==> config.mk <==
export PLATFORM = sky130hd
export DESIGN_NAME = lift_rep_detector_core
export DESIGN_NICKNAME = d
export VERILOG_FILES = /design/src/sv/lrd_pkg.sv /design/src/sv/lrd_div.sv /design/src/sv/lrd_dp.sv /design/src/sv/lrd_ctrl.sv /design/src/sv/lift_rep_detector_core.sv
export SDC_FILE = /design/constraint.sdc
export NUM_CORES = 2
export LEC_CHECK = 0
export ABC_AREA = 1
export CAP_MARGIN = 5
export CORE_MARGIN = 1.5
export CORE_UTILIZATION = 39
export DETAILED_ROUTE_END_ITERATION = 8
export DONT_BUFFER_PORTS = 1
export PLACE_DENSITY_LB_ADDON = 0.08
export RECOVER_POWER = 50
export REMOVE_ABC_BUFFERS = 1
export SYNTH_ARGS = -nofsm -noshare
export SYNTH_HDL_FRONTEND = slang
export SYNTH_HIERARCHICAL = 1
export SYNTH_SLANG_ARGS = --single-unit
==> constraint.sdc <==
create_clock -name clk -period 10.8 [get_ports clk]
set_input_delay 1.08 -clock clk [delete_from_list [all_inputs] [get_ports clk]]
set_output_delay 1.08 -clock clk [all_outputs]
set_load 0.05 [all_outputs]
==> src/sv/lrd_pkg.sv <==
// Package for the lift repetition detector.
// Shared widths, codes, controller states and the controller/datapath structs.
// No dependencies.
package lrd_pkg;

  localparam int SMOOTH_DEPTH = 3;
  localparam int SPEED_DEPTH  = 6;

  localparam int RFILL_W = $clog2(SMOOTH_DEPTH + 1);
  localparam int HFILL_W = $clog2(SPEED_DEPTH + 1);
  localparam int HIDX_W  = $clog2(SPEED_DEPTH);

  localparam int H_W    = 14;   // heights and lift
  localparam int SPD_W  = 25;   // speed
  localparam int NUM_W  = 26;   // signed divider numerator
  localparam int MAG_W  = 25;   // numerator magnitude
  localparam int DEN_W  = 31;   // divider denominator
  localparam int T_W    = 32;

  localparam logic [9:0]  SCALE_MS    = 10'd1000;
  localparam logic [5:0]  RETURN_BAND = 6'd25;
  localparam logic [31:0] TIMEOUT_MS  = 32'd500;

  localparam logic [1:0] KIND_READ    = 2'd0;
  localparam logic [1:0] KIND_TIMEOUT = 2'd1;
  localparam logic [1:0] KIND_CLEAR   = 2'd2;

  localparam logic [2:0] REG_BASELINE  = 3'd0;
  localparam logic [2:0] REG_START     = 3'd1;
  localparam logic [2:0] REG_HYST      = 3'd2;
  localparam logic [2:0] REG_MIN_RANGE = 3'd3;
  localparam logic [2:0] REG_MIN_REP   = 3'd4;
  localparam logic [2:0] REG_REST      = 3'd5;
  localparam logic [2:0] REG_MOVING    = 3'd6;
  localparam logic [2:0] REG_STILL     = 3'd7;

  typedef enum logic [1:0] {
    PH_IDLE = 2'd0,
    PH_UP   = 2'd1,
    PH_DOWN = 2'd2
  } phase_t;

  typedef enum logic [3:0] {
    S_IDLE,
    S_RAW,
    S_SUM,
    S_DIV1,
    S_HIST,
    S_MUL,
    S_SPD,
    S_DIV2,
    S_PH1,
    S_PH2,
    S_MISC,
    S_OUT
  } ctrl_state_t;

  typedef struct packed {
    logic load_in;
    logic raw_shift;
    logic div_lift;
    logic take_lift;
    logic hist_shift;
    logic mul_step;
    logic div_speed;
    logic speed_zero;
    logic take_speed;
    logic ph_track;
    logic ph_decide;
    logic misc;
    logic out_load;
  } lrd_cmd_t;

  typedef struct packed {
    logic       div_done;
    logic       hist_ge2;
    logic       dt_ok;
    logic       hist_full;
    logic       out_free;
  } lrd_stat_t;

endpackage

==> src/sv/lrd_div.sv <==
// Iterative signed-by-unsigned divider, one quotient bit per cycle.
// Truncates toward zero. Depends on lrd_pkg.
module lrd_div (
  input  logic                            clk,
  input  logic                            rst_n,
  input  logic                            start,
  input  logic signed [lrd_pkg::NUM_W-1:0] num,
  input  logic [lrd_pkg::DEN_W-1:0]       den,
  output logic                            done,
  output logic signed [lrd_pkg::NUM_W-1:0] quo
);
  localparam int CNT_W = $clog2(lrd_pkg::MAG_W + 1);

  logic [lrd_pkg::DEN_W:0]   rem_r, rem_nxt, rem_sh;
  logic [lrd_pkg::MAG_W-1:0] q_r, q_nxt;
  logic [lrd_pkg::DEN_W-1:0] den_r;
  logic                      neg_r;
  logic [CNT_W-1:0]          cnt_r, cnt_nxt;
  logic                      busy_r, busy_nxt, done_r, done_nxt;
  logic [lrd_pkg::NUM_W-1:0] abs_num;

  always_comb begin
    abs_num = num[lrd_pkg::NUM_W-1] ? -num : num;
    rem_sh  = {rem_r[lrd_pkg::DEN_W-1:0], q_r[lrd_pkg::MAG_W-1]};
    rem_nxt = rem_r;
    q_nxt   = q_r;
    cnt_nxt = cnt_r;
    busy_nxt = busy_r;
    done_nxt = 1'b0;
    if (start) begin
      rem_nxt  = '0;
      q_nxt    = abs_num[lrd_pkg::MAG_W-1:0];
      cnt_nxt  = CNT_W'(lrd_pkg::MAG_W);
      busy_nxt = 1'b1;
    end else if (busy_r) begin
      if (rem_sh >= {1'b0, den_r}) begin
        rem_nxt = rem_sh - {1'b0, den_r};
        q_nxt   = {q_r[lrd_pkg::MAG_W-2:0], 1'b1};
      end else begin
        rem_nxt = rem_sh;
        q_nxt   = {q_r[lrd_pkg::MAG_W-2:0], 1'b0};
      end
      cnt_nxt = cnt_r - 1'b1;
      if (cnt_r == CNT_W'(1)) begin
        busy_nxt = 1'b0;
        done_nxt = 1'b1;
      end
    end
  end

  always_ff @(posedge clk) begin
    if (!rst_n) begin
      busy_r <= 1'b0;
      done_r <= 1'b0;
      cnt_r  <= '0;
    end else begin
      busy_r <= busy_nxt;
      done_r <= done_nxt;
      cnt_r  <= cnt_nxt;
    end
  end

  always_ff @(posedge clk) begin
    rem_r <= rem_nxt;
    q_r   <= q_nxt;
    if (start) begin
      den_r <= den;
      neg_r <= num[lrd_pkg::NUM_W-1];
    end
  end

  assign done = done_r;
  assign quo  = neg_r ? -$signed({1'b0, q_r}) : $signed({1'b0, q_r});
endmodule

==> src/sv/lrd_dp.sv <==
// Datapath: config registers, smoothing and speed windows, motion tracking,
// output register. Depends on lrd_pkg and lrd_div.
module lrd_dp (
  input  logic                    clk,
  input  logic                    rst_n,
  input  lrd_pkg::lrd_cmd_t       cmd,
  output lrd_pkg::lrd_stat_t      stat,
  input  logic                    cfg_valid,
  output logic                    cfg_ready,
  input  logic [2:0]              cfg_index,
  input  logic [15:0]             cfg_wdata,
  input  logic [1:0]              in_kind,
  input  logic [12:0]             in_distance_mm,
  input  logic [31:0]             in_time_ms,
  output logic                    out_valid,
  input  logic                    out_ready,
  output logic signed [13:0]      out_lift_mm,
  output logic signed [24:0]      out_speed,
  output logic [1:0]              out_motion_state,
  output logic                    out_rep_done,
  output logic [15:0]             out_rep_number,
  output logic [13:0]             out_range_of_motion,
  output logic [15:0]             out_rep_duration
);
  localparam int SD = lrd_pkg::SMOOTH_DEPTH;
  localparam int VD = lrd_pkg::SPEED_DEPTH;

  // configuration
  logic [12:0] baseline_r;
  logic [9:0]  start_r;
  logic [7:0]  hyst_r;
  logic [11:0] min_range_r;
  logic [15:0] min_rep_r, rest_cfg_r;
  logic [11:0] moving_r, still_r;

  // latched item
  logic [1:0]  kind_r;
  logic [12:0] dist_r;
  logic [31:0] time_r;

  // state
  logic signed [13:0] raw_win_r [SD];
  logic [lrd_pkg::RFILL_W-1:0] raw_fill_r;
  logic signed [13:0] hwin_r [VD];
  logic [31:0]        twin_r [VD];
  logic [lrd_pkg::HFILL_W-1:0] hfill_r;
  logic signed [13:0] lift_r, start_h_r, peak_r, valley_r;
  logic signed [24:0] speed_r;
  lrd_pkg::phase_t    phase_r;
  logic [31:0]        start_t_r, valley_t_r, rest_r, last_t_r;
  logic [15:0]        rep_cnt_r;
  logic               got_rep_r;
  logic [13:0]        got_rng_r;
  logic [15:0]        got_dur_r;
  logic signed [25:0] prod_r;
  logic [31:0]        dt_r;

  // output register
  logic               out_valid_r;
  logic signed [13:0] o_lift_r;
  logic signed [24:0] o_speed_r;
  logic [1:0]         o_phase_r;
  logic               o_done_r;
  logic [15:0]        o_num_r, o_dur_r;
  logic [13:0]        o_rng_r;

  // divider
  logic               div_start, div_done;
  logic signed [25:0] div_num, div_quo;
  logic [30:0]        div_den;

  logic signed [16:0] raw_sum;
  logic signed [13:0] raw_new;
  logic [lrd_pkg::HIDX_W-1:0] old_idx;
  logic signed [14:0] dh;
  logic signed [15:0] h_s, peak_s, valley_s, start_s, hyst_s;
  logic signed [24:0] mov_s, still_s, av;
  logic signed [14:0] rom;
  logic [31:0]        total;
  logic               rep_ok;
  logic               clear_all;

  assign cfg_ready = rst_n;

  always_ff @(posedge clk) begin
    if (!rst_n) begin
      baseline_r  <= 13'd0;
      start_r     <= 10'd20;
      hyst_r      <= 8'd10;
      min_range_r <= 12'd50;
      min_rep_r   <= 16'd400;
      rest_cfg_r  <= 16'd400;
      moving_r    <= 12'd40;
      still_r     <= 12'd25;
    end else if (cfg_valid) begin
      unique case (cfg_index)
        lrd_pkg::REG_BASELINE:  baseline_r  <= cfg_wdata[12:0];
        lrd_pkg::REG_START:     start_r     <= cfg_wdata[9:0];
        lrd_pkg::REG_HYST:      hyst_r      <= cfg_wdata[7:0];
        lrd_pkg::REG_MIN_RANGE: min_range_r <= cfg_wdata[11:0];
        lrd_pkg::REG_MIN_REP:   min_rep_r   <= cfg_wdata;
        lrd_pkg::REG_REST:      rest_cfg_r  <= cfg_wdata;
        lrd_pkg::REG_MOVING:    moving_r    <= cfg_wdata[11:0];
        lrd_pkg::REG_STILL:     still_r     <= cfg_wdata[11:0];
        default: ;
      endcase
    end
  end

  always_ff @(posedge clk) begin
    if (cmd.load_in) begin
      kind_r <= in_kind;
      dist_r <= in_distance_mm;
      time_r <= in_time_ms;
    end
  end

  always_comb begin
    raw_new = 14'($signed({1'b0, baseline_r}) - $signed({1'b0, dist_r}));
    raw_sum = '0;
    for (int i = 0; i < SD; i++) begin
      if (i < int'(raw_fill_r))
        raw_sum = raw_sum + 17'(raw_win_r[i]);
    end
    old_idx = lrd_pkg::HIDX_W'(hfill_r - 1'b1);
    dh      = 15'(hwin_r[0]) - 15'(hwin_r[old_idx]);

    h_s      = 16'(lift_r);
    peak_s   = 16'(peak_r);
    valley_s = 16'(valley_r);
    start_s  = $signed({6'd0, start_r});
    hyst_s   = $signed({8'd0, hyst_r});
    mov_s    = $signed({13'd0, moving_r});
    still_s  = $signed({13'd0, still_r});
    av       = speed_r[24] ? -speed_r : speed_r;

    rom    = 15'(peak_r) - 15'(start_h_r);
    total  = valley_t_r - start_t_r;
    rep_ok = !((rom < $signed({3'd0, min_range_r})) || (total < {16'd0, min_rep_r}));

    div_start = cmd.div_lift | cmd.div_speed;
    div_num   = cmd.div_lift ? 26'(raw_sum) : prod_r;
    div_den   = cmd.div_lift ? 31'(raw_fill_r) : dt_r[30:0];
    clear_all = cmd.misc && (kind_r == lrd_pkg::KIND_CLEAR);
  end

  lrd_div u_div (
    .clk   (clk),
    .rst_n (rst_n),
    .start (div_start),
    .num   (div_num),
    .den   (div_den),
    .done  (div_done),
    .quo   (div_quo)
  );

  always_ff @(posedge clk) begin
    if (cmd.mul_step) begin
      prod_r <= 26'(dh * $signed({1'b0, lrd_pkg::SCALE_MS}));
      dt_r   <= twin_r[0] - twin_r[old_idx];
    end
  end

  always_ff @(posedge clk) begin
    if (!rst_n || clear_all) begin
      for (int i = 0; i < SD; i++) raw_win_r[i] <= '0;
      for (int i = 0; i < VD; i++) begin
        hwin_r[i] <= '0;
        twin_r[i] <= '0;
      end
      raw_fill_r <= '0;
      hfill_r    <= '0;
      lift_r     <= '0;
      speed_r    <= '0;
      phase_r    <= lrd_pkg::PH_IDLE;
      start_h_r  <= '0;
      peak_r     <= '0;
      valley_r   <= '0;
      start_t_r  <= '0;
      valley_t_r <= '0;
      rest_r     <= '0;
      rep_cnt_r  <= '0;
      last_t_r   <= '0;
      got_rep_r  <= 1'b0;
      got_rng_r  <= '0;
      got_dur_r  <= '0;
    end else begin
      if (cmd.load_in) begin
        got_rep_r <= 1'b0;
        got_rng_r <= '0;
        got_dur_r <= '0;
      end
      if (cmd.raw_shift) begin
        last_t_r <= time_r;
        for (int i = SD - 1; i > 0; i--) raw_win_r[i] <= raw_win_r[i-1];
        raw_win_r[0] <= raw_new;
        if (raw_fill_r < lrd_pkg::RFILL_W'(SD)) raw_fill_r <= raw_fill_r + 1'b1;
      end
      if (cmd.take_lift) lift_r <= div_quo[13:0];
      if (cmd.hist_shift) begin
        for (int i = VD - 1; i > 0; i--) begin
          hwin_r[i] <= hwin_r[i-1];
          twin_r[i] <= twin_r[i-1];
        end
        hwin_r[0] <= lift_r;
        twin_r[0] <= time_r;
        if (hfill_r < lrd_pkg::HFILL_W'(VD)) hfill_r <= hfill_r + 1'b1;
      end
      if (cmd.speed_zero) speed_r <= '0;
      if (cmd.take_speed) speed_r <= div_quo[24:0];
      if (cmd.ph_track) begin
        if (phase_r == lrd_pkg::PH_UP) begin
          if (lift_r > peak_r) peak_r <= lift_r;
        end else if (phase_r == lrd_pkg::PH_DOWN) begin
          if (lift_r < valley_r) begin
            valley_r   <= lift_r;
            valley_t_r <= time_r;
          end
        end
      end
      if (cmd.ph_decide) begin
        unique case (phase_r)
          lrd_pkg::PH_IDLE: begin
            if (h_s > start_s && speed_r > mov_s) begin
              phase_r   <= lrd_pkg::PH_UP;
              start_h_r <= '0;
              peak_r    <= '0;
              start_t_r <= twin_r[VD-1];
            end
          end
          lrd_pkg::PH_UP: begin
            if (h_s < peak_s - hyst_s) begin
              phase_r    <= lrd_pkg::PH_DOWN;
              valley_t_r <= time_r;
              valley_r   <= lift_r;
              rest_r     <= '0;
            end
          end
          lrd_pkg::PH_DOWN: begin
            if (h_s > valley_s + hyst_s && speed_r > mov_s) begin
              if (rep_ok) begin
                if (rep_cnt_r != 16'hFFFF) rep_cnt_r <= rep_cnt_r + 1'b1;
                got_rep_r <= 1'b1;
                got_rng_r <= rom[13:0];
                got_dur_r <= (total > 32'hFFFF) ? 16'hFFFF : total[15:0];
              end
              phase_r   <= lrd_pkg::PH_UP;
              start_h_r <= valley_r;
              peak_r    <= valley_r;
              start_t_r <= valley_t_r;
            end else if (h_s < start_s + $signed({10'd0, lrd_pkg::RETURN_BAND})
                         && av < still_s) begin
              if (rest_r == 32'd0) begin
                rest_r <= time_r;
              end else if (time_r - rest_r > {16'd0, rest_cfg_r}) begin
                if (rep_ok) begin
                  if (rep_cnt_r != 16'hFFFF) rep_cnt_r <= rep_cnt_r + 1'b1;
                  got_rep_r <= 1'b1;
                  got_rng_r <= rom[13:0];
                  got_dur_r <= (total > 32'hFFFF) ? 16'hFFFF : total[15:0];
                end
                phase_r <= lrd_pkg::PH_IDLE;
                rest_r  <= '0;
              end
            end else begin
              rest_r <= '0;
            end
          end
          default: phase_r <= lrd_pkg::PH_IDLE;
        endcase
      end
      if (cmd.misc && kind_r == lrd_pkg::KIND_TIMEOUT) begin
        if (phase_r != lrd_pkg::PH_IDLE && (time_r - last_t_r) > lrd_pkg::TIMEOUT_MS)
          phase_r <= lrd_pkg::PH_IDLE;
      end
    end
  end

  // output stage
  always_ff @(posedge clk) begin
    if (!rst_n) begin
      out_valid_r <= 1'b0;
    end else if (cmd.out_load) begin
      out_valid_r <= 1'b1;
    end else if (out_ready) begin
      out_valid_r <= 1'b0;
    end
  end

  always_ff @(posedge clk) begin
    if (cmd.out_load) begin
      o_lift_r  <= lift_r;
      o_speed_r <= speed_r;
      o_phase_r <= phase_r;
      o_done_r  <= got_rep_r;
      o_num_r   <= rep_cnt_r;
      o_rng_r   <= got_rng_r;
      o_dur_r   <= got_dur_r;
    end
  end

  assign out_valid           = out_valid_r;
  assign out_lift_mm         = o_lift_r;
  assign out_speed           = o_speed_r;
  assign out_motion_state    = o_phase_r;
  assign out_rep_done        = o_done_r;
  assign out_rep_number      = o_num_r;
  assign out_range_of_motion = o_rng_r;
  assign out_rep_duration    = o_dur_r;

  always_comb begin
    stat.div_done  = div_done;
    stat.hist_ge2  = hfill_r >= lrd_pkg::HFILL_W'(2);
    stat.dt_ok     = (dt_r != 32'd0) && !dt_r[31];
    stat.hist_full = hfill_r >= lrd_pkg::HFILL_W'(VD);
    stat.out_free  = !out_valid_r || out_ready;
  end
endmodule

==> src/sv/lrd_ctrl.sv <==
// Controller: sequences one item through the datapath.
// Depends on lrd_pkg.
module lrd_ctrl (
  input  logic               clk,
  input  logic               rst_n,
  input  logic               in_valid,
  output logic               in_ready,
  input  logic [1:0]         in_kind,
  input  lrd_pkg::lrd_stat_t stat,
  output lrd_pkg::lrd_cmd_t  cmd
);
  lrd_pkg::ctrl_state_t state_r, state_nxt;

  always_ff @(posedge clk) begin
    if (!rst_n) state_r <= lrd_pkg::S_IDLE;
    else        state_r <= state_nxt;
  end

  always_comb begin
    state_nxt = state_r;
    unique case (state_r)
      lrd_pkg::S_IDLE:
        if (in_valid) state_nxt = (in_kind == lrd_pkg::KIND_READ) ? lrd_pkg::S_RAW
                                                                  : lrd_pkg::S_MISC;
      lrd_pkg::S_RAW:  state_nxt = lrd_pkg::S_SUM;
      lrd_pkg::S_SUM:  state_nxt = lrd_pkg::S_DIV1;
      lrd_pkg::S_DIV1: if (stat.div_done) state_nxt = lrd_pkg::S_HIST;
      lrd_pkg::S_HIST: state_nxt = lrd_pkg::S_MUL;
      lrd_pkg::S_MUL:  state_nxt = lrd_pkg::S_SPD;
      lrd_pkg::S_SPD:
        if (stat.hist_ge2 && stat.dt_ok) state_nxt = lrd_pkg::S_DIV2;
        else if (stat.hist_full)         state_nxt = lrd_pkg::S_PH1;
        else                             state_nxt = lrd_pkg::S_OUT;
      lrd_pkg::S_DIV2:
        if (stat.div_done) state_nxt = stat.hist_full ? lrd_pkg::S_PH1 : lrd_pkg::S_OUT;
      lrd_pkg::S_PH1:  state_nxt = lrd_pkg::S_PH2;
      lrd_pkg::S_PH2:  state_nxt = lrd_pkg::S_OUT;
      lrd_pkg::S_MISC: state_nxt = lrd_pkg::S_OUT;
      lrd_pkg::S_OUT:  if (stat.out_free) state_nxt = lrd_pkg::S_IDLE;
      default:         state_nxt = lrd_pkg::S_IDLE;
    endcase
  end

  always_comb begin
    cmd      = '0;
    in_ready = 1'b0;
    unique case (state_r)
      lrd_pkg::S_IDLE: begin
        in_ready    = rst_n;
        cmd.load_in = in_valid && rst_n;
      end
      lrd_pkg::S_RAW:  cmd.raw_shift = 1'b1;
      lrd_pkg::S_SUM:  cmd.div_lift = 1'b1;
      lrd_pkg::S_DIV1: cmd.take_lift = stat.div_done;
      lrd_pkg::S_HIST: cmd.hist_shift = 1'b1;
      lrd_pkg::S_MUL:  cmd.mul_step = 1'b1;
      lrd_pkg::S_SPD: begin
        cmd.speed_zero = !stat.hist_ge2;
        cmd.div_speed  = stat.hist_ge2 && stat.dt_ok;
      end
      lrd_pkg::S_DIV2: cmd.take_speed = stat.div_done;
      lrd_pkg::S_PH1:  cmd.ph_track = 1'b1;
      lrd_pkg::S_PH2:  cmd.ph_decide = 1'b1;
      lrd_pkg::S_MISC: cmd.misc = 1'b1;
      lrd_pkg::S_OUT:  cmd.out_load = stat.out_free;
      default: ;
    endcase
  end
endmodule

==> src/sv/lift_rep_detector_core.sv <==
// Each reading goes through two divisions, lift and speed, in one shared bit-serial
// divider; the speed division is skipped when the speed window holds fewer than two
// readings or the window time is not positive. Other items bypass the divider.
// Items are handled one at a time; the next can be accepted in the idle state that
// follows the result entering the output register, and a stalled result holds it.
// Synchronous active-low reset clears the controller, tracking state and output valid, and loads register defaults.
module lift_rep_detector_core (
  input  logic               clk,
  input  logic               rst_n,
  input  logic               cfg_valid,
  output logic               cfg_ready,
  input  logic [2:0]         cfg_index,
  input  logic [15:0]        cfg_wdata,
  input  logic               in_valid,
  output logic               in_ready,
  input  logic [1:0]         in_kind,
  input  logic [12:0]        in_distance_mm,
  input  logic [31:0]        in_time_ms,
  output logic               out_valid,
  input  logic               out_ready,
  output logic signed [13:0] out_lift_mm,
  output logic signed [24:0] out_speed,
  output logic [1:0]         out_motion_state,
  output logic               out_rep_done,
  output logic [15:0]        out_rep_number,
  output logic [13:0]        out_range_of_motion,
  output logic [15:0]        out_rep_duration
);
  lrd_pkg::lrd_cmd_t  cmd;
  lrd_pkg::lrd_stat_t stat;

  lrd_ctrl u_ctrl (
    .clk      (clk),
    .rst_n    (rst_n),
    .in_valid (in_valid),
    .in_ready (in_ready),
    .in_kind  (in_kind),
    .stat     (stat),
    .cmd      (cmd)
  );

  lrd_dp u_dp (
    .clk                 (clk),
    .rst_n               (rst_n),
    .cmd                 (cmd),
    .stat                (stat),
    .cfg_valid           (cfg_valid),
    .cfg_ready           (cfg_ready),
    .cfg_index           (cfg_index),
    .cfg_wdata           (cfg_wdata),
    .in_kind             (in_kind),
    .in_distance_mm      (in_distance_mm),
    .in_time_ms          (in_time_ms),
    .out_valid           (out_valid),
    .out_ready           (out_ready),
    .out_lift_mm         (out_lift_mm),
    .out_speed           (out_speed),
    .out_motion_state    (out_motion_state),
    .out_rep_done        (out_rep_done),
    .out_rep_number      (out_rep_number),
    .out_range_of_motion (out_range_of_motion),
    .out_rep_duration    (out_rep_duration)
  );
endmodule

==> impl_metrics.toml <==
[layout]
layout-drive-gt1-share_pct = 4.52
areaGrowthSynthToFinish_pct = 9.68
fin_nets = 8816
instances_no_fill = 10498

[floorplan]
die_x_um = 405
die_y_um = 405
io_pins = 162
coreArea_mm2 = 0.161
start_util_pct = 39.3
placementRows = 147
die_area_mm2 = 0.164

[timing]
hold_viol_final = 0
max_freq_mhz = 112
slew_viol_final = 606
finalClockSkew_ps = 18.3
slew_headroom_pct = -138
period_share_pct = 82.8
whs_ps = 431
max_slew.worst_pin.slew_ps = 3570
setup_viol = 0
worst_slack_ps = 1860
rsz0062_at_grt = "false"
fin_setup_tns_ps = 0
min_period_ps = 8940

[setup_path]
worstPathRequired_ps = 11280
path_class = "flip-flop to flip-flop"
r2r_start = "u_dp/hfill_r[0]"
path_delay_family = "adder cells"
cp_slowest_cell = "xnor2_1"
critPathBufInv = 7
r2r_cells = 35
reg2reg_slack_ps = 1860
end_kind = "flip-flop"
crit_path_start_kind = "flip-flop"
crit_fanout = 26
crit_path_max_incr_delay_ps = 900
cp.arrival_ps = 9420
r2r-end = "u_dp/prod_r[24]"
cpMostUsedCell = "inv_1"

[clocking]
post_cts_hold_buffer_count = 0
post_cts_buffers = 0
path_clk_slew_ps = 60
cts_resized = 0
clock_sinks = 970
root_buffer = "clkbuf_16"
htree_num_levels = 3
clock_latency_ps = 740
clock_path_buffers = 3
cts_tree = "yes"
cts_buffers = 116

[worst_hold_path]
worstHoldPathType = "flip-flop to flip-flop"
hold_path_depth = 0
min_to = "u_dp/out_range_of_motion[0]"
min_from = "u_dp/got_rng_r[0]"

[place]
globalplace.congestion = 0.912
hpwl_um = 145000
dp_slack_ps = 2270
dp.cells = 10272
numPortBuffers = 0

[status]
violations = "capacitance limit, slew limit"
outcome = "complete, but fails checks"

[routing]
drt_first_pass_iters = 6
vias = 52874
ant_nets = 0
drt-total-wl_um = 193000
drc = 0
first_iter_violations = 3927
vias_per_cell = 5.04
routedWlPerCell_um = 18.3

[run]
max_cap_viol_count = 12

[grt]
grt_pass1_wl_um = 296000
grt_pass1_vias = 50216
antenna_found_initial = 24
grt_max_degree = 200
track_usage_pct = 23.1
overflow = 0

[logic_synthesis]
syn-instance-count = 8333
syn_area_mm2 = 0.0631
syn_avg_cell_area_um2 = 7.57
yosys_warnings = 6

[power_and_ir_drop]
powerDensity_mw_per_mm2 = 274
ir_worst_vdd_v = 0.000816
finalPower_mw = 19.0
p_leak_nw = 31.3
worst max-delay path by stage:
stage,from,end,slack [ps],depth (start not counted)
6_report,u_dp/hfill_r[0],u_dp/prod_r[24],1860,35
5_1_grt,u_dp/hfill_r[0],u_dp/prod_r[24],1070,35
4_1_cts,u_dp/hfill_r[0],u_dp/prod_r[24],2290,31
3_5_place_dp,u_dp/hfill_r[0],u_dp/prod_r[24],2270,31
3_3_place_gp,u_dp/hfill_r[0],u_dp/prod_r[24],2330,31
2_1_floorplan,u_dp/hfill_r[0],u_dp/prod_r[24],-3420,32
layout make-up:
cell class / instances / area [µm²]
diodes: 4 / 10.0
inverters: 1497 / 5620
flip-flops and latches: 970 / 25100
well taps: 2160 / 2700
multi-input cells: 5603 / 31300
clock buffers: 157 / 3390
fillers: 16536 / 91400
repair buffers: 42 / 283
clock inverters: 65 / 807
registers in the layout, indices dropped and copies added, names as in the netlist, 16 cells and up:
register / flops
u_dp/speed_r: 25
u_dp/got_dur_r: 16
u_dp/u_div/den_r: 31
u_dp/hwin_r: 84
u_dp/out_rep_number: 16
u_dp/out_rep_duration: 16
u_dp/rep_cnt_r: 16
u_dp/time_r: 32
u_dp/raw_win_r: 42
u_dp/out_speed: 25
u_dp/rest_r: 32
u_dp/last_t_r: 32
u_dp/dt_r: 32
u_dp/rest_cfg_r: 16
u_dp/twin_r: 192
u_dp/valley_t_r: 32
u_dp/start_t_r: 32
u_dp/prod_r: 23
u_dp/u_div/rem_r: 31
u_dp/min_rep_r: 16
u_dp/u_div/q_r: 25
where the power goes:
group | leakage, nW | switching, mW | total (mW) | internal [mW]
registers | 8.70 | 0.273 | 5.17 | 4.90
clock network | 2.04 | 1.69 | 4.27 | 2.58
logic | 20.6 | 5.83 | 9.51 | 3.68
worst register-to-register path: cells and delay by family, from the launching register on:
kind / cells / cell delay, ps
AO/OA/AOI/OAI: 8 / 1610
XOR/XNOR: 3 / 1460
adder cells (fa/ha/maj): 8 / 3270
buffers and inverters: 7 / 860
AND/OR/NAND/NOR: 9 / 990
flip-flops: 1 / 510
routing by layer:
metal  GRT usage [%]  vias to the layer above  part of all wire [%]
met5               0                        -                 0.085
met4            5.63                       24                   2.3
met3            3.31                      244                   4.6
met2            38.3                     1034                    46
met1            31.4                    24762                    47
li1                -                    26810                     -
placed cells by master, fill, tap and decap left out, types with 29 or more instances in the layout:
cell type	count
nand2_1	1762
inv_1	1473
nor2_1	885
a21oi_1	643
edfxtp_1	565
o21ai_0	519
ha_1	451
dfxtp_1	404
nand3_1	378
xor2_1	191
clkbuf_16	123
nand4_1	85
nor3_1	68
xnor2_1	66
fa_1	64
a31oi_1	60
o211ai_1	43
o21ai_1	42
nand3b_1	31
o22ai_1	30
buf_4	29
per-stage QoR:
| stage | utilization, % | instance area (µm²) |
|---|---|---|
| finish | 43.1 | 69200 |
| global route | 43.1 | 69200 |
| CTS | 43.2 | 69300 |
| detailed placement | 40.5 | 65100 |
| global placement | 40.5 | 65100 |
| floorplan | - | 62000 |
Power figures use the tool's default switching activity.
